[config.mk]
export PLATFORM = sky130hd
export DESIGN_NAME = triangle_node_realign_index_flat
export DESIGN_NICKNAME = d
export VERILOG_FILES = /design/src/rtl/core/tnri_pkg.sv /design/src/rtl/core/tnri_in_if.sv /design/src/rtl/core/tnri_out_if.sv /design/src/rtl/core/tnri_cfg_if.sv /design/src/rtl/core/tnri_alu.sv /design/src/rtl/core/triangle_node_realign_index.sv /design/src/flat_wrapper.sv
export SDC_FILE = /design/constraint.sdc
export NUM_CORES = 1
export LEC_CHECK = 0
export ABC_AREA = 1
export ABC_CLOCK_PERIOD_IN_PS = 5800
export BUFFER_PORTS_ARGS = -buffer_cell sky130_fd_sc_hd__buf_2
export CORE_ASPECT_RATIO = 0.9
export CORE_MARGIN = 1
export CORE_UTILIZATION = 50
export DETAILED_ROUTE_END_ITERATION = 6
export PLACE_DENSITY = 0.67
export SETUP_SLACK_MARGIN = 0.4
export SLEW_MARGIN = 5
export SYNTH_ARGS = -nofsm -noshare
export SYNTH_HDL_FRONTEND = slang
export SYNTH_SLANG_ARGS = --single-unit
[constraint.sdc]
create_clock -name clk -period 5.8 [get_ports clk]
set_input_delay 0.87 -clock clk [delete_from_list [all_inputs] [get_ports clk]]
set_output_delay 0.87 -clock clk [all_outputs]
set_load 0.05 [all_outputs]
[src/rtl/core/tnri_pkg.sv]
package tnri_pkg;

  localparam int NODE_W     = 8;
  localparam int ORDER_W    = 4;
  localparam int FLIP_W     = 3;
  localparam int ROT_W      = 3;
  localparam int CFG_IDX_W  = 2;
  localparam int CFG_DATA_W = 4;

  localparam logic [ORDER_W-1:0] DEGREE_RST = 4'd1;

  typedef enum logic [CFG_IDX_W-1:0] {
    REG_DEGREE     = 2'd0,
    REG_FLIP_COUNT = 2'd1,
    REG_ROT_COUNT  = 2'd2
  } tnri_reg_t;

  typedef enum logic {
    ALU_ADD,
    ALU_SUB
  } tnri_alu_op_t;

  typedef enum logic [2:0] {
    ST_IDLE,
    ST_LAYER,
    ST_EDGE,
    ST_DIV,
    ST_MUL,
    ST_ADDI,
    ST_FIN
  } tnri_state_t;

  // rotation count modulo 3
  function automatic logic [1:0] mod3(input logic [ROT_W-1:0] r);
    logic [1:0] m;
    unique case (r)
      3'd0, 3'd3, 3'd6: m = 2'd0;
      3'd1, 3'd4, 3'd7: m = 2'd1;
      default:          m = 2'd2;
    endcase
    return m;
  endfunction

  // v -> (v+2) mod 3, applied r times
  function automatic logic [1:0] rot3(input logic [1:0] v, input logic [1:0] r);
    logic [2:0] s;
    logic [2:0] m;
    s = {1'b0, v} + {r, 1'b0};
    if (s >= 3'd6) begin
      m = s - 3'd6;
    end else if (s >= 3'd3) begin
      m = s - 3'd3;
    end else begin
      m = s;
    end
    return m[1:0];
  endfunction

  // vertices 0 and 1 swap
  function automatic logic [1:0] flip_vertex(input logic [1:0] v);
    logic [1:0] f;
    unique case (v)
      2'd0:    f = 2'd1;
      2'd1:    f = 2'd0;
      default: f = 2'd2;
    endcase
    return f;
  endfunction

  // edges 1 and 2 swap
  function automatic logic [1:0] flip_edge(input logic [1:0] e);
    logic [1:0] f;
    unique case (e)
      2'd1:    f = 2'd2;
      2'd2:    f = 2'd1;
      default: f = 2'd0;
    endcase
    return f;
  endfunction

endpackage

[src/rtl/core/tnri_in_if.sv]
interface tnri_in_if;
  import tnri_pkg::*;

  logic              valid;
  logic              ready;
  logic [NODE_W-1:0] node_index;

  modport source (output valid, output node_index, input ready);
  modport sink   (input valid, input node_index, output ready);
endinterface

[src/rtl/core/tnri_out_if.sv]
interface tnri_out_if;
  import tnri_pkg::*;

  logic              valid;
  logic              ready;
  logic [NODE_W-1:0] source_index;
  logic              index_error;

  modport source (output valid, output source_index, output index_error, input ready);
  modport sink   (input valid, input source_index, input index_error, output ready);
endinterface

[src/rtl/core/tnri_cfg_if.sv]
interface tnri_cfg_if;
  import tnri_pkg::*;

  logic                  valid;
  logic                  ready;
  logic [CFG_IDX_W-1:0]  reg_index;
  logic [CFG_DATA_W-1:0] wdata;

  modport source (output valid, output reg_index, output wdata, input ready);
  modport sink   (input valid, input reg_index, input wdata, output ready);
endinterface

[src/rtl/core/tnri_alu.sv]
module tnri_alu #(
  parameter int W = 8
) (
  input  logic [W-1:0]           a,
  input  logic [W-1:0]           b,
  input  tnri_pkg::tnri_alu_op_t op,
  output logic [W-1:0]           res,
  output logic                   borrow
);
  import tnri_pkg::*;

  logic [W:0] full;

  always_comb begin
    unique case (op)
      ALU_ADD: full = {1'b0, a} + {1'b0, b};
      ALU_SUB: full = {1'b0, a} - {1'b0, b};
      default: full = {1'b0, a};
    endcase
  end

  assign res    = full[W-1:0];
  // a < b on subtract
  assign borrow = (op == ALU_SUB) ? full[W] : 1'b0;

endmodule

[src/rtl/core/triangle_node_realign_index.sv]
// Realigned node index of an equidistant triangle in layer-by-layer node order. Each item
// is one node_index; the result is the original node index that lands there after
// rotation_count mod 3 rotations and flip_count mod 2 flips, or the index itself with
// index_error set when it is not below the node count of the configured order (saturated
// at MAX_ORDER). An out-of-range item goes straight to the output step; a result may also
// wait for a full output register. A small sequencer drives a single shared add/subtract
// unit through the layer search (one layer a cycle), the split of an edge position into
// edge and slot, the edge offset and the final add. The block is busy for one item at a
// time; a finished result sits in an output register, so the next item is taken while it
// waits. Configuration writes are always ready; the user is to make them only while the
// block is idle, which the block itself does not enforce.
module triangle_node_realign_index #(
  parameter int MAX_ORDER = 15
) (
  input  logic       clk,
  input  logic       rst_n,
  tnri_in_if.sink    in_ch,
  tnri_out_if.source out_ch,
  tnri_cfg_if.sink   cfg_ch
);
  import tnri_pkg::*;

  localparam int TOTAL_MAX = (MAX_ORDER + 1) * (MAX_ORDER + 2) / 2;
  localparam int TW        = $clog2(TOTAL_MAX + 1);
  localparam int CW        = (TW > NODE_W) ? TW : NODE_W;
  localparam int QW        = $clog2(MAX_ORDER + 1);

  // configuration
  logic [ORDER_W-1:0] degree_r;
  logic [FLIP_W-1:0]  flip_count_r;
  logic [ROT_W-1:0]   rot_count_r;

  // sequencer
  tnri_state_t state_r, state_nxt;
  logic [NODE_W-1:0] j_r, j_nxt;
  logic              err_r, err_nxt;
  logic [CW-1:0]     rem_r, rem_nxt;
  logic [CW-1:0]     off_r, off_nxt;
  logic [CW-1:0]     s_r, s_nxt;
  logic [CW-1:0]     acc_r, acc_nxt;
  logic [CW-1:0]     addend_r, addend_nxt;
  logic [QW-1:0]     q_r, q_nxt;
  logic [1:0]        e_r, e_nxt;
  logic [1:0]        cnt_r, cnt_nxt;

  // output register
  logic              out_valid_r, out_valid_nxt;
  logic [NODE_W-1:0] out_src_r, out_src_nxt;
  logic              out_err_r, out_err_nxt;

  // shared unit
  logic [CW-1:0] alu_a, alu_b, alu_res;
  logic          alu_borrow;
  tnri_alu_op_t  alu_op;

  // derived
  logic [QW-1:0]     psat;
  logic [QW:0]       p1, p2;
  logic [2*QW+1:0]   tot_prod;
  logic [CW-1:0]     total;
  logic [CW-1:0]     s_init;
  logic [1:0]        rots;
  logic              flip;
  logic [QW-1:0]     n;
  logic [CW-1:0]     n_cw;
  logic [1:0]        v_rot, e_rot;
  logic [QW-1:0]     i_raw, i_fin;
  logic              in_fire;

  tnri_alu #(.W(CW)) u_alu (
    .a      (alu_a),
    .b      (alu_b),
    .op     (alu_op),
    .res    (alu_res),
    .borrow (alu_borrow)
  );

  assign cfg_ch.ready = 1'b1;

  always_ff @(posedge clk) begin
    if (!rst_n) begin
      degree_r     <= DEGREE_RST;
      flip_count_r <= '0;
      rot_count_r  <= '0;
    end else if (cfg_ch.valid) begin
      unique case (cfg_ch.reg_index)
        REG_DEGREE:     degree_r     <= cfg_ch.wdata[ORDER_W-1:0];
        REG_FLIP_COUNT: flip_count_r <= cfg_ch.wdata[FLIP_W-1:0];
        REG_ROT_COUNT:  rot_count_r  <= cfg_ch.wdata[ROT_W-1:0];
        default: ;
      endcase
    end
  end

  always_comb begin
    if (int'(degree_r) > MAX_ORDER) begin
      psat = QW'(MAX_ORDER);
    end else begin
      psat = QW'(degree_r);
    end
    p1       = {1'b0, psat} + (QW+1)'(1);
    p2       = {1'b0, psat} + (QW+1)'(2);
    tot_prod = {{(QW+1){1'b0}}, p1} * {{(QW+1){1'b0}}, p2};
    total    = CW'(tot_prod >> 1);
    s_init   = (CW'(psat) << 1) + CW'(psat);
  end

  assign rots    = mod3(rot_count_r);
  assign flip    = flip_count_r[0];
  assign n       = q_r - QW'(1);
  assign n_cw    = CW'(n);
  assign v_rot   = rot3(rem_r[1:0], rots);
  assign e_rot   = rot3(e_r, rots);
  assign i_raw   = rem_r[QW-1:0];
  assign i_fin   = flip ? (n - QW'(1) - i_raw) : i_raw;
  assign in_fire = in_ch.valid && in_ch.ready;

  assign in_ch.ready         = (state_r == ST_IDLE);
  assign out_ch.valid        = out_valid_r;
  assign out_ch.source_index = out_src_r;
  assign out_ch.index_error  = out_err_r;

  always_ff @(posedge clk) begin
    if (!rst_n) begin
      state_r     <= ST_IDLE;
      out_valid_r <= 1'b0;
    end else begin
      state_r     <= state_nxt;
      out_valid_r <= out_valid_nxt;
    end
  end

  always_ff @(posedge clk) begin
    j_r       <= j_nxt;
    err_r     <= err_nxt;
    rem_r     <= rem_nxt;
    off_r     <= off_nxt;
    s_r       <= s_nxt;
    acc_r     <= acc_nxt;
    addend_r  <= addend_nxt;
    q_r       <= q_nxt;
    e_r       <= e_nxt;
    cnt_r     <= cnt_nxt;
    out_src_r <= out_src_nxt;
    out_err_r <= out_err_nxt;
  end

  always_comb begin
    state_nxt     = state_r;
    j_nxt         = j_r;
    err_nxt       = err_r;
    rem_nxt       = rem_r;
    off_nxt       = off_r;
    s_nxt         = s_r;
    acc_nxt       = acc_r;
    addend_nxt    = addend_r;
    q_nxt         = q_r;
    e_nxt         = e_r;
    cnt_nxt       = cnt_r;
    out_src_nxt   = out_src_r;
    out_err_nxt   = out_err_r;
    out_valid_nxt = out_valid_r && !out_ch.ready;
    alu_a         = rem_r;
    alu_b         = s_r;
    alu_op        = ALU_SUB;

    unique case (state_r)
      ST_IDLE: begin
        if (in_fire) begin
          j_nxt   = in_ch.node_index;
          err_nxt = (CW'(in_ch.node_index) >= total);
          rem_nxt = CW'(in_ch.node_index);
          off_nxt = '0;
          q_nxt   = psat;
          s_nxt   = s_init;
          acc_nxt = CW'(in_ch.node_index);
          if (CW'(in_ch.node_index) >= total) begin
            state_nxt = ST_FIN;
          end else begin
            state_nxt = ST_LAYER;
          end
        end
      end

      // one onion layer a cycle
      ST_LAYER: begin
        alu_a = rem_r;
        alu_b = s_r;
        if (q_r == '0) begin
          acc_nxt   = CW'(j_r);
          state_nxt = ST_FIN;
        end else if (alu_borrow) begin
          state_nxt = ST_EDGE;
        end else begin
          rem_nxt = alu_res;
          off_nxt = off_r + s_r;
          q_nxt   = (int'(q_r) > 3) ? (q_r - QW'(3)) : '0;
          s_nxt   = (s_r > CW'(9)) ? (s_r - CW'(9)) : '0;
        end
      end

      // vertex or edge node
      ST_EDGE: begin
        alu_a = rem_r;
        alu_b = CW'(3);
        if (alu_borrow) begin
          acc_nxt    = off_r;
          addend_nxt = CW'(flip ? flip_vertex(v_rot) : v_rot);
          state_nxt  = ST_ADDI;
        end else if (n == '0) begin
          acc_nxt   = CW'(j_r);
          state_nxt = ST_FIN;
        end else begin
          rem_nxt   = alu_res;
          e_nxt     = 2'd0;
          state_nxt = ST_DIV;
        end
      end

      // edge and slot by repeated subtract
      ST_DIV: begin
        alu_a = rem_r;
        alu_b = n_cw;
        if (alu_borrow) begin
          acc_nxt    = off_r;
          addend_nxt = CW'(i_fin) + CW'(3);
          cnt_nxt    = flip ? flip_edge(e_rot) : e_rot;
          state_nxt  = ST_MUL;
        end else begin
          rem_nxt = alu_res;
          e_nxt   = e_r + 2'd1;
        end
      end

      // edge offset by repeated add
      ST_MUL: begin
        alu_a  = acc_r;
        alu_b  = n_cw;
        alu_op = ALU_ADD;
        if (cnt_r == 2'd0) begin
          state_nxt = ST_ADDI;
        end else begin
          acc_nxt = alu_res;
          cnt_nxt = cnt_r - 2'd1;
        end
      end

      ST_ADDI: begin
        alu_a     = acc_r;
        alu_b     = addend_r;
        alu_op    = ALU_ADD;
        acc_nxt   = alu_res;
        state_nxt = ST_FIN;
      end

      ST_FIN: begin
        if (!out_valid_r || out_ch.ready) begin
          out_valid_nxt = 1'b1;
          out_src_nxt   = acc_r[NODE_W-1:0];
          out_err_nxt   = err_r;
          state_nxt     = ST_IDLE;
        end
      end

      default: begin
        state_nxt = ST_IDLE;
      end
    endcase
  end

  a_err_passthru: assert property (@(posedge clk) disable iff (!rst_n)
    (state_r == ST_FIN && err_r) |-> (acc_r[NODE_W-1:0] == j_r))
    else $error("out-of-range item not passed through");

  a_fin_holds: assert property (@(posedge clk) disable iff (!rst_n)
    (state_r == ST_FIN && out_valid_r && !out_ch.ready) |=> (state_r == ST_FIN))
    else $error("result dropped while output register full");

  a_edge_count: assert property (@(posedge clk) disable iff (!rst_n)
    (state_r == ST_DIV) |-> (e_r <= 2'd2))
    else $error("edge number beyond two");

  a_busy_not_ready: assert property (@(posedge clk) disable iff (!rst_n)
    (in_fire) |=> (state_r == ST_LAYER || state_r == ST_FIN))
    else $error("item accepted without starting the search");

endmodule

[src/flat_wrapper.sv]
// flat-port wrapper written by rule: the top's interface ports become plain ports
module triangle_node_realign_index_flat import tnri_pkg::*;
#(
  parameter int MAX_ORDER = 15
)
  (clk, rst_n, in_ch_valid, in_ch_node_index, in_ch_ready, out_ch_valid, out_ch_source_index, out_ch_index_error, out_ch_ready, cfg_ch_valid, cfg_ch_reg_index, cfg_ch_wdata, cfg_ch_ready);
  tnri_in_if in_ch_i ();
  tnri_out_if out_ch_i ();
  tnri_cfg_if cfg_ch_i ();
  input  logic clk;
  input  logic rst_n;
  input wire logic [$bits(in_ch_i.valid)-1:0] in_ch_valid;
  input wire logic [$bits(in_ch_i.node_index)-1:0] in_ch_node_index;
  output wire logic [$bits(in_ch_i.ready)-1:0] in_ch_ready;
  output wire logic [$bits(out_ch_i.valid)-1:0] out_ch_valid;
  output wire logic [$bits(out_ch_i.source_index)-1:0] out_ch_source_index;
  output wire logic [$bits(out_ch_i.index_error)-1:0] out_ch_index_error;
  input wire logic [$bits(out_ch_i.ready)-1:0] out_ch_ready;
  input wire logic [$bits(cfg_ch_i.valid)-1:0] cfg_ch_valid;
  input wire logic [$bits(cfg_ch_i.reg_index)-1:0] cfg_ch_reg_index;
  input wire logic [$bits(cfg_ch_i.wdata)-1:0] cfg_ch_wdata;
  output wire logic [$bits(cfg_ch_i.ready)-1:0] cfg_ch_ready;
  assign in_ch_i.valid = in_ch_valid;
  assign in_ch_i.node_index = in_ch_node_index;
  assign in_ch_ready = in_ch_i.ready;
  assign out_ch_valid = out_ch_i.valid;
  assign out_ch_source_index = out_ch_i.source_index;
  assign out_ch_index_error = out_ch_i.index_error;
  assign out_ch_i.ready = out_ch_ready;
  assign cfg_ch_i.valid = cfg_ch_valid;
  assign cfg_ch_i.reg_index = cfg_ch_reg_index;
  assign cfg_ch_i.wdata = cfg_ch_wdata;
  assign cfg_ch_ready = cfg_ch_i.ready;
  triangle_node_realign_index #(.MAX_ORDER(MAX_ORDER)) u_core (.clk(clk), .rst_n(rst_n), .in_ch(in_ch_i), .out_ch(out_ch_i), .cfg_ch(cfg_ch_i));
endmodule
* Word-level counts from Yosys, hierarchy flattened
Index checks and enable logic that the tools add are counted.
** Storage, ports and cells
- Flip-flop bits (word level) :: 78
- Input bits :: 19
- Output and inout bits :: 12
- Logic and storage cells :: 171
** Cells by class
- $add $sub $neg :: 20
- Multiply operators :: 1
- Magnitude comparators :: 7
- Equal/unequal tests :: 30
- Multiplexer cells :: 63
- Reductions and logical operators :: 33
** Operators by type and width (number)
- $mux W8 :: 20
- $pmux W8 S2 :: 3
- $pmux W8 S6 :: 1
- $pmux W8 S4 :: 1
- $mux W3 :: 9
- $pmux W8 S3 :: 1
- $mux W2 :: 11
- $pmux W3 S7 :: 1
- $mux W4 :: 5
- $pmux W2 S2 :: 5
- $eq A3 B3 Y1 const B :: 6
- $pmux W9 S2 :: 1
- $ne A2 B2 Y1 const B :: 7
- $add A4 B2 Y5 const B :: 2
- $ne A2 B1 Y1 const B :: 5
- $reduce_and A2 Y1 :: 5
- $reduce_and A5 Y1 :: 2
- $add A8 B8 Y9 :: 1
- $eq A3 B2 Y1 const B :: 3
- $mul A5 B5 Y9 :: 1
- $sub A8 B8 Y9 :: 1
- $add A8 B8 Y8 :: 1
- $ge A8 B8 Y1 :: 1
- $gt A8 B4 Y1 const B :: 1
- other kinds (33) :: 60

* Logic depth before layout (Yosys ltp)
Gate-level depths: netlist (run 1).
- Word-level depth :: 12
- Gate-level depth with buffers :: 27
- Gate-level depth less buffers :: 27

* Cells and area by module
Synthesis (run 1) repeated with hierarchy kept, for this count alone.
** Second synthesis, totals
- Cell total of the unflattened synthesis :: 759
- Area total of the unflattened synthesis :: 6125.9 um2
** By module, submodules not included
- triangle_node_realign_index :: instances 1, cells each 654, area an instance 5574.1 um2, sequential area each 2132.0 um2
- tnri_alu :: instances 1, cells each 105, area an instance 551.8 um2, sequential area each 0.0 um2

* Least setup slack after synthesis (run 1)
No wires, ideal clock.
- Path type :: flip-flop to flip-flop
- From :: register u_core.degree_r[0]
- To :: register u_core.state_r[1]
- Setup time :: 0.070 ns
- Arrival :: 4.861 ns
- Data required time :: 5.730 ns
- Setup slack :: 0.869 ns
- Cell stages (with the launch flop) :: 27
- Path buffers :: 0
- Clock period less this slack :: 4.931 ns
- Cell sequence :: dfxtp_1 > clkinv_1 > ha_1 > inv_1 > or2_2 > fa_1 > fa_1 > fa_1 > inv_1 > ha_1 > a21oi_1 > and2_1 > inv_1 > a21oi_1 > o21ai_0 > xnor2_1 > ha_1 > nand2_1 > nor2_1 > nand4_1 > o2111ai_1 > nand2_1 > inv_1 > nor2_1 > nand3_1 > nand2_1 > a21oi_1
** Between the ends
- Word-level cells in the longest chain between the ends :: 6
- Elaborated cells on any way between the ends :: 7
- Those cells by class :: add/sub: 2; mul: 1; order compare: 1; mux: 3
** RTL lines
- start: declaration :: line triangle_node_realign_index.sv:29 : logic [ORDER_W-1:0] degree_r;
- start signal: assignment :: line triangle_node_realign_index.sv:87 : REG_DEGREE: degree_r <= cfg_ch.wdata[ORDER_W-1:0];
- $add A4 B1 Y5 or $add A4 B2 Y5 (tied branches) :: line triangle_node_realign_index.sv:101, triangle_node_realign_index.sv:102
- $mul A5 B5 Y9 (*) :: line triangle_node_realign_index.sv:103 : tot_prod = {{(QW+1){1'b0}}, p1} * {{(QW+1){1'b0}}, p2};
- $ge A8 B8 Y1 (*) :: line triangle_node_realign_index.sv:177 : if (CW'(in_ch.node_index) >= total) begin
- $mux W3 (*) :: line triangle_node_realign_index.sv:177
- $mux W3 (*) :: line triangle_node_realign_index.sv:169 : if (in_fire) begin
- $pmux W3 S7 (*) :: line triangle_node_realign_index.sv:167 : unique case (state_r)
- end signal: assignment :: line triangle_node_realign_index.sv:128 : state_r <= state_nxt;
- end: declaration :: line triangle_node_realign_index.sv:34 : tnri_state_t state_r, state_nxt;
Mark *: on every way between the ends. The rest lies on a longest branch, timed or not. The select of a mux whose other input is x is not followed.
A chain may end at the register's enable or synchronous reset.

* Worst setup path after layout (run 1)
- From :: register u_core.degree_r[0]
- To :: register u_core.state_r[2]
Same word-level chain as after synthesis.

==> results of run 1 <==
-- Yosys cell counts, types with 2 or more instances --
cell type and instances:
inv_2 7, or2_2 6, o22ai_1 3, xor2_1 15
nand3_1 35, o21ai_0 50, nand2_1 162, a21oi_1 59
edfxtp_1 63, buf_4 3, inv_1 101, dfxtp_1 12
nand4_1 13, xnor2_1 12, nor2_2 4, o211ai_1 4
nor2_1 62, a211oi_1 2, ha_1 61, clkbuf_1 8
nand2_2 7, nor2_4 2, nand3_2 4, o21bai_1 3
nor3_1 10, fa_1 12
-- sequential cells by signal (all words and copies together) (netlist names) --
name / cells
u_core.acc_r: 8
u_core.addend_r: 5
u_core.cnt_r: 2
u_core.degree_r: 4
u_core.e_r: 2
u_core.err_r: 1
u_core.flip_count_r: 1
u_core.j_r: 8
u_core.off_r: 8
u_core.out_ch.index_error: 1
u_core.out_ch.source_index: 8
u_core.out_ch.valid: 1
u_core.q_r: 4
u_core.rem_r: 8
u_core.rot_count_r: 3
u_core.s_r: 8
u_core.state_r: 3
-- metal layers --
layer | vias to the layer above | GRT usage [%]
met2 | 139 | 40.04
met4 | 0 | 4.611
li1 | 2538 | -
met3 | 12 | 6.613
met5 | - | 0
met1 | 2372 | 35.18
-- per-stage QoR --
step | setup slack, ns | area, sq um
after floorplan | 0.8692 | 5967
after global placement | 0.6018 | 6301
after detailed placement | 0.3497 | 6301
after CTS | 0.4643 | 6579
after global routing | 0.4015 | 6621
final | 0.6578 | 6621
-- logic make-up after synthesis --
logic type / share of synthesized area, %
compound gates: 12.10
mux: 0.1887
simple gates: 23.21
xor+xnor: 3.963
buf+inv: 7.926
flops: 35.73
fa+ha+maj: 16.82
other cells: 0.06285
-- power breakdown --
part           total, W  leakage (nW)  switching, W  internal, W
Clock          0.000529         0.134      0.000237     0.000292
Combinational   0.00245          2.25       0.00161     0.000839
Sequential      0.00105         0.705      0.000151     0.000896
-- what timing repair did --
item	4_1_cts	5_1_grt
pin swaps	0	2
endpoints found under the setup margin	2	3
setup buffers	0	2
hold buffers	0	0
gates resized for setup	1	8
-- worst min-delay path by stage --
stage	startpoint	endpoint	slack (ns)	cells after the start
floorplan	u_core.err_r	u_core.out_ch.index_error	0.40	0
global placement	u_core.err_r	u_core.out_ch.index_error	0.42	0
detailed placement	u_core.err_r	u_core.out_ch.index_error	0.42	0
CTS	u_core.err_r	u_core.out_ch.index_error	0.44	0
global route	u_core.err_r	u_core.out_ch.index_error	0.46	0
finish	u_core.err_r	u_core.out_ch.index_error	0.43	0
-- area by class of cell --
class | count | area (sq um) | area share (%)
Multi-Input combinational cell | 544 | 3390 | 51.19
Inverter | 109 | 409.1 | 6.179
Tap cell | 156 | 195.2 | 2.948
Sequential cell | 75 | 2138 | 32.29
Clock buffer | 9 | 225.2 | 3.401
Timing Repair Buffer | 38 | 212.7 | 3.212
Clock inverter | 7 | 51.30 | 0.7748
==> results_dict.tcl, run 1 <==
set metrics [dict create \
    grt_pass1_wl_microns 23840 \
    power_leakage_nw 3.089 \
    grt_pass1_vias 4734 \
    critPathLaunch "u_core.degree_r[0]" \
    min_period_ns 5.142 \
    grt_start_max_net_pins 23 \
    dpl.hpwl_microns 11410 \
    ios 31 \
    htreeDepth 3 \
    met2_length_microns 6821 \
    ys_seq_elements 75 \
    place.gp.congestion 0.9398 \
    die_x_microns 117.2 \
    netlist.area_leader.share_pct 31.70 \
    post-route-drc-count 0 \
    io_buffers 29 \
    finalPower_w 0.004028 \
    cpPeakStageDelay_ns 0.54 \
    num_vias 5061 \
    max_freq_mhz 194.5 \
    rows 37 \
    crit_cells 26 \
    async_flop_share_pct 0 \
    fin_hold_ws_ns 0.4310 \
    die_h_microns 105.6 \
    syn-instance-count 740 \
    min_period_over_period_pct 88.66 \
    first_iter_violations 447 \
    cp_max_fo 5 \
    avgSynthCellArea_sq_um 8.063 \
    worstMarginPinSlew_ns 0.9634 \
    path_clk_slew_ns 0.06 \
    final-hold-violation-count 0 \
    cp_num_buf_inv 5 \
    worstSetupStartpointType "flop" \
    crit_slowest_cell "fa_1" \
    final_common_cell "nand2_1" \
    clk_path_buf_depth 2 \
    yosysTopAreaCell "edfxtp_1" \
    routed_via_density 5.396 \
    top_layer "met4" \
    path_delay_family "adder cells" \
    wl_per_cell_microns 15.64 \
    grt_usage_pct 25.40 \
    hold_class "reg2reg" \
    max_slew_margin_pct 35.54 \
    worst_r2r_path_depth 26 \
    layoutNonFillerInstCount 938 \
    yosysUniqueCellTypes 46 \
    crit_end "u_core.state_r[2]" \
    synth-seq-area-share_pct 35.73 \
    yosys_warnings 0 \
    r2r_slack_ns 0.66 \
    maxSlewViolCount 0 \
    cts_buffers 9 \
    drtAntennaViolNets 0 \
    mappedNetlistNets 832 \
    clock_tree.root_cell "clkbuf_16" \
    cap_violations 0 \
    powerDensity_nw_per_um2 608.4 \
    wl_microns 14670 \
    dr.pass1.iters 5 \
    antenna_found_initial 0 \
    status "complete, no violations" \
    r2r-end "u_core.state_r[2]" \
    synth_edf_count 63 \
    synth_ff_type "edfxtp_1" \
    dieArea_sq_um 12380 \
    nFillCells 1042 \
    final_nets 869 \
    ir_drop_mv 0.2803 \
    drive_above_1_share_pct 12.66 \
    diodes 0 \
    crit_top_cell "inv_1" \
    met1_length_microns 6820 \
    overflow 0 \
    end_kind "flop" \
    area_growth_pct 10.97 \
    dr_wl_met3_microns 912 \
    synthesis.area_sq_um 5967 \
    cp_data_arrival_time_ns 5.41 \
    fin_util_pct 57.44 \
    final_cell_mix "nand2_1, inv_1, edfxtp_1" \
    synth.area.top_cells "edfxtp_1, ha_1, nand2_1, inv_1, a21oi_1" \
    fin_worst_skew_ns 0.008056 \
    cts_sinks 75 \
    cp.required_ns 6.06 \
    setup_tns_ns 0 \
    dpl.cell_count 920 \
    setup_viol 0 \
    worstSetupPathType "reg2reg" \
    insertion_delay_ns 0.34 \
    fp.coreArea_sq_um 11530 \
    rsz0062_at_grt "false" \
    initial_utilization_pct 51.76 \
    cts_tree "yes" \
    rr_startpoint "u_core.degree_r[0]" \
]
No activity file was read; power rests on OpenSTA's default activity.
==> inputs of run 2 (changes only) <==
--- a/config.mk
+++ b/config.mk
@@ -10,9 +10,8 @@
 export BUFFER_PORTS_ARGS = -buffer_cell sky130_fd_sc_hd__buf_2
 export CORE_ASPECT_RATIO = 0.9
 export CORE_MARGIN = 1
-export CORE_UTILIZATION = 50
+export CORE_UTILIZATION = 35
 export DETAILED_ROUTE_END_ITERATION = 6
-export PLACE_DENSITY = 0.67
 export SETUP_SLACK_MARGIN = 0.4
 export SLEW_MARGIN = 5
 export SYNTH_ARGS = -nofsm -noshare
==> results_dict.tcl, run 2 (synthesis gave the netlist of run 1 again) <==
set metrics [dict create \
    status "complete, no violations" \
    fp.coreArea_sq_um 16410 \
    rows 44 \
    dieArea_sq_um 17580 \
    grt_pass1_vias 4582 \
    cts_sinks 75 \
    htreeDepth 3 \
    dr.pass1.iters 4 \
    die_h_microns 125.9 \
    drtAntennaViolNets 0 \
    max_freq_mhz 203.5 \
    worstMarginPinSlew_ns 1.077 \
    io_buffers 29 \
    final_common_cell "nand2_1" \
    cpPeakStageDelay_ns 0.54 \
    rr_startpoint "u_core.degree_r[1]" \
    antenna_found_initial 0 \
    r2r-end "u_core.state_r[1]" \
    num_vias 4914 \
    max_slew_margin_pct 27.96 \
    place.gp.congestion 0.8603 \
    ios 31 \
    setup_ws_ns 0.8861 \
    routed_via_density 4.969 \
    grt_start_max_net_pins 23 \
    ir_drop_mv 0.2264 \
    final_cell_mix "nand2_1, inv_1, edfxtp_1" \
    dpl.hpwl_microns 11280 \
    first_iter_violations 309 \
    final-hold-violation-count 0 \
    maxSlewViolCount 0 \
    powerDensity_nw_per_um2 598.9 \
    setup_viol 0 \
    crit_end "u_core.state_r[1]" \
    cap_violations 0 \
    overflow 0 \
    nFillCells 1674 \
    fin_worst_skew_ns 0.008604 \
    wl_microns 14320 \
    dr_wl_met3_microns 544 \
    cp.required_ns 6.08 \
    grt_usage_pct 17.53 \
    pre_cts_ws_ns 0.4922 \
    final_nets 869 \
    setup_tns_ns 0 \
    worstSetupStartpointType "flop" \
    hold_class "reg2reg" \
    cts_hold_buf 0 \
    fin_hold_ws_ns 0.4492 \
    top_layer "met4" \
    cp_max_fo 9 \
    worstSetupPathType "reg2reg" \
    grt_pass1_wl_microns 23790 \
    min_period_over_period_pct 84.72 \
    drive_above_1_share_pct 12.28 \
    critPathLaunch "u_core.degree_r[1]" \
    cts_buffers 9 \
    r2r_slack_ns 0.89 \
    clk_path_buf_depth 2 \
    met1_length_microns 7206 \
    crit_slowest_cell "fa_1" \
    met2_length_microns 6231 \
    area_growth_pct 12.96 \
    die_x_microns 139.6 \
    initial_utilization_pct 36.37 \
    crit_top_cell "inv_1" \
    diodes 0 \
    cts_tree "yes" \
    clock_tree.root_cell "clkbuf_16" \
    insertion_delay_ns 0.35 \
    cp_data_arrival_time_ns 5.19 \
    rsz0062_at_grt "false" \
    end_kind "flop" \
    post-route-drc-count 0 \
    power_leakage_nw 3.112 \
    worst_r2r_path_depth 26 \
    wl_per_cell_microns 14.48 \
    path_clk_slew_ns 0.06 \
    min_period_ns 4.914 \
]
[run 2: through the flow]
step           total power [W]  utilization (%)  cell area, sq um  std cells
2_1_floorplan         0.002836                -              5967        740
3_3_place_gp          0.003378            38.84              6372        972
3_5_place_dp          0.003395            38.84              6372        972
4_1_cts               0.004037            40.83              6699        988
5_1_grt               0.004412            41.08              6740        989
6_report              0.004036            41.08              6740        989
[run 2: worst max-delay path, delay by kind of cell (launching register included)]
kind	cells	cell delay, ns
adders and majority gates	6	2.32
and+or+nand+nor	9	1.05
AOI/OAI and AO/OA	5	0.57
DFF	1	0.39
buffers and inverters	5	0.36
xor gates and xnor gates	1	0.15
[run 2: power by group]
| part | switching (W) | total [W] | internal [W] |
|---|---|---|---|
| clock | 0.000239 | 0.000622 | 0.000383 |
| combinational | 0.00154 | 0.00237 | 0.000831 |
| sequential | 0.000148 | 0.00104 | 0.000895 |
| total | 0.00193 | 0.00404 | 0.00211 |
[run 2: cell type report]
class                      instances  area, sq um  area share [%]
clock inverter                     6        97.59           1.448
clock buffer                      10        229.0           3.397
tap                              207        259.0           3.843
timing repair buffer              38        212.7           3.156
multi-input combinational        544         3393           50.34
sequential                        75         2140           31.74
inverter                         109        409.1           6.070
[run 2: layer usage]
metal  GRT usage, %  vias up
met5              0        -
li1               -     2542
met1          24.71     2254
met2          27.11       95
met4          6.981        0
met3          2.471       23
[run 2: worst min-delay path by stage]
stage | depth (start not counted) | endpoint | start
2_1_floorplan | 0 | u_core.out_ch.index_error | u_core.err_r
3_3_place_gp | 0 | u_core.out_ch.source_index[2] | u_core.acc_r[2]
3_5_place_dp | 0 | u_core.out_ch.source_index[2] | u_core.acc_r[2]
4_1_cts | 0 | u_core.out_ch.source_index[2] | u_core.acc_r[2]
5_1_grt | 0 | u_core.out_ch.source_index[2] | u_core.acc_r[2]
6_report | 0 | u_core.out_ch.source_index[2] | u_core.acc_r[2]
[run 2: what timing repair did]
action | 4_1_cts | 5_1_grt
hold endpoints to repair | 0 | 0
resized for setup | 0 | 7
setup buffers | 0 | 1
endpoints found under the setup margin | 0 | 4
==> inputs of run 3 (changes only) <==
--- a/config.mk
+++ b/config.mk
@@ -5,8 +5,8 @@
 export SDC_FILE = /design/constraint.sdc
 export NUM_CORES = 1
 export LEC_CHECK = 0
-export ABC_AREA = 1
-export ABC_CLOCK_PERIOD_IN_PS = 5800
+export ABC_AREA = 0
+export ABC_CLOCK_PERIOD_IN_PS = 4400
 export BUFFER_PORTS_ARGS = -buffer_cell sky130_fd_sc_hd__buf_2
 export CORE_ASPECT_RATIO = 0.9
 export CORE_MARGIN = 1
==> constraint.sdc (replaced) <==
create_clock -name clk -period 4.4 [get_ports clk]
set_input_delay 0.66 -clock clk [delete_from_list [all_inputs] [get_ports clk]]
set_output_delay 0.66 -clock clk [all_outputs]
set_load 0.05 [all_outputs]
==> results_dict.tcl, run 3 <==
set metrics [dict create \
    min_period_ns 4.507 \
    final_nets 872 \
    cp_data_arrival_time_ns 4.75 \
    initial_utilization_pct 36.19 \
    cap_violations 0 \
    powerDensity_nw_per_um2 780.7 \
    netlist.area_leader.share_pct 29.30 \
    synth.area.top_cells "edfxtp_1, ha_1, a21oi_1, nand2_1, dfxtp_1" \
    final-hold-violation-count 0 \
    cts_buffers 9 \
    end_kind "flop" \
    synth_ff_type "edfxtp_1" \
    setup_viol 3 \
    switching_share_pct 45.93 \
    worstSetupPathType "reg2reg" \
    rows 46 \
    worstSetupStartpointType "flop" \
    net-switching-power_w 0.002817 \
    cts_tree "yes" \
    placed_area_sq_um 7328 \
    p_int_w 0.003316 \
    wl_microns 16970 \
    seq_power_share_pct 22.4 \
    async_flop_share_pct 0 \
    wl_per_cell_microns 16.55 \
    grt_start_max_net_pins 22 \
    synth_edf_count 63 \
    dpl.hpwl_microns 12770 \
    insertion_delay_ns 0.35 \
    synth_most_common_cell "nand2_1" \
    grt_usage_pct 18.75 \
    violations "setup timing" \
    drive_above_1_share_pct 21.91 \
    nFillCells 1773 \
    grt_pass1_wl_microns 27590 \
    fp.coreArea_sq_um 17840 \
    cp.required_ns 4.64 \
    power_leakage_nw 3.234 \
    io_buffers 29 \
    min_period_over_period_pct 102.4 \
    synth-seq-area-share_pct 33.02 \
    max_freq_mhz 221.9 \
    worstMarginPinSlew_ns 0.9665 \
    dieArea_sq_um 18990 \
    pwr-share-comb_pct 65.1 \
    rsz0062_at_grt "true" \
    hold_class "reg2reg" \
    antenna_found_initial 0 \
    p_clk_share_pct 12.6 \
    cts_hold_buf 0 \
    die_h_microns 130.8 \
    fin_util_pct 44.03 \
    routed_via_density 5.276 \
    avgSynthCellArea_sq_um 9.106 \
    clk_path_buf_depth 2 \
    clock_tree.root_cell "clkbuf_16" \
    ir_drop_mv 0.2889 \
    path_clk_slew_ns 0.06 \
    yosysUniqueCellTypes 74 \
    mappedNetlistNets 801 \
    ys_seq_elements 75 \
    yosys_warnings 0 \
    overflow 0 \
    stdcell_area_sq_um 7855 \
    synth_common_cells "nand2_1, edfxtp_1, nor2_1" \
    yosysTopAreaCell "edfxtp_1" \
    dr.pass1.iters 6 \
    syn-instance-count 709 \
    die_x_microns 145.2 \
    setup_ws_ns -0.1067 \
    drtAntennaViolNets 0 \
    synthesis.area_sq_um 6456 \
    place.gp.congestion 0.8302 \
    final_cell_mix "nand2_1, edfxtp_1, nor2_1" \
    final_common_cell "nand2_1" \
    htreeDepth 3 \
    ios 31 \
    status "complete, but fails checks" \
    max_slew_margin_pct 35.42 \
    diodes 0 \
    cp_max_fo 5 \
    first_iter_violations 427 \
    fin_worst_skew_ns 0.006972 \
    post-route-drc-count 0 \
    area_growth_pct 21.67 \
    num_vias 5408 \
    grt_pass1_vias 5179 \
    cts_sinks 75 \
    maxSlewViolCount 0 \
]
## run 3: area by class of cell
type                       instances  area, sq um  share of cell area (%)
multi-input combinational        555         4232                   53.87
sequential                        75         2141                   27.25
timing repair buffer              95        710.7                   9.047
tap                              240        300.3                   3.823
clock buffer                      10        229.0                   2.915
inverter                          44        168.9                   2.150
clock inverter                     6        73.82                  0.9398
## run 3: per-stage QoR
step           instances  hold WS [ns]  TNS [ns]  worst slack, ns  total power (W)
2_1_floorplan        709        0.4003         0         0.003366         0.003995
3_3_place_gp        1001        0.4336   -0.2186          -0.1287         0.005057
4_1_cts             1023        0.4564   -0.2135          -0.1144         0.006050
5_1_grt             1025        0.4656   -0.8190          -0.3053         0.006575
3_5_place_dp        1001        0.4412   -0.3445          -0.1961         0.005083
6_report            1025        0.4529   -0.1706          -0.1067         0.006133
## run 3: critical path: stages, from the launching register on
cell and delay (ns):
dfxtp_4 0.38, ha_4 0.17, xnor2_2 0.13, nand2b_4 0.14, fa_1 0.53, fa_1 0.43, fa_1 0.51, inv_2 0.05
ha_4 0.26, a21o_1 0.12, a21oi_2 0.05, buf_4 0.12, buf_4 0.13, xnor2_2 0.12, ha_1 0.19, nor3_2 0.16
o21ai_1 0.09, o22a_4 0.29, a22oi_2 0.18, o2111ai_2 0.14, and4b_1 0.21
## run 3: cell families after synthesis
logic type | Yosys count | share of synthesized area (%)
flops | 75 | 33.02
compound gates | 183 | 18.97
mux | 18 | 3.023
simple gates | 234 | 17.79
xor+xnor | 46 | 6.647
buf+inv | 79 | 4.942
fa+ha+maj | 73 | 15.54
other cells | 1 | 0.05808
## run 3: routing by layer
layer | GRT usage [%] | vias up | share of wire (%)
li1 | - | 2698 | -
met1 | 25.33 | 2562 | 48
met2 | 31.67 | 127 | 46
met3 | 2.396 | 21 | 3.9
met4 | 5.387 | 0 | 1.5
met5 | 0 | - | 0
## run 3: final timing paths
path                            from                            end  slack (ns)  cells past startpoint
hold / removal       u_core.acc_r[2]  u_core.out_ch.source_index[2]        0.45                      0
hold reg to reg      u_core.acc_r[2]  u_core.out_ch.source_index[2]        0.45                      0
setup reg to reg  u_core.degree_r[1]              u_core.state_r[2]       -0.11                     20
setup / recovery  u_core.degree_r[1]              u_core.state_r[2]       -0.11                     20
## run 3: timing repair
item,in CTS,in global routing
pin swaps,9,3
cloned,1,0
endpoints found under the setup margin,49,49
gates resized for setup,15,15
setup buffers,5,2
## run 3: power by group through the flow
stage	Combinational (W)	Sequential [W]	Clock [W]
after detailed placement	0.00371	0.00138	0
after global routing	0.00436	0.00140	0.000814
final	0.00399	0.00137	0.000772
after CTS	0.00390	0.00137	0.000785
after global placement	0.00368	0.00137	0
after floorplan	0.00267	0.00133	0
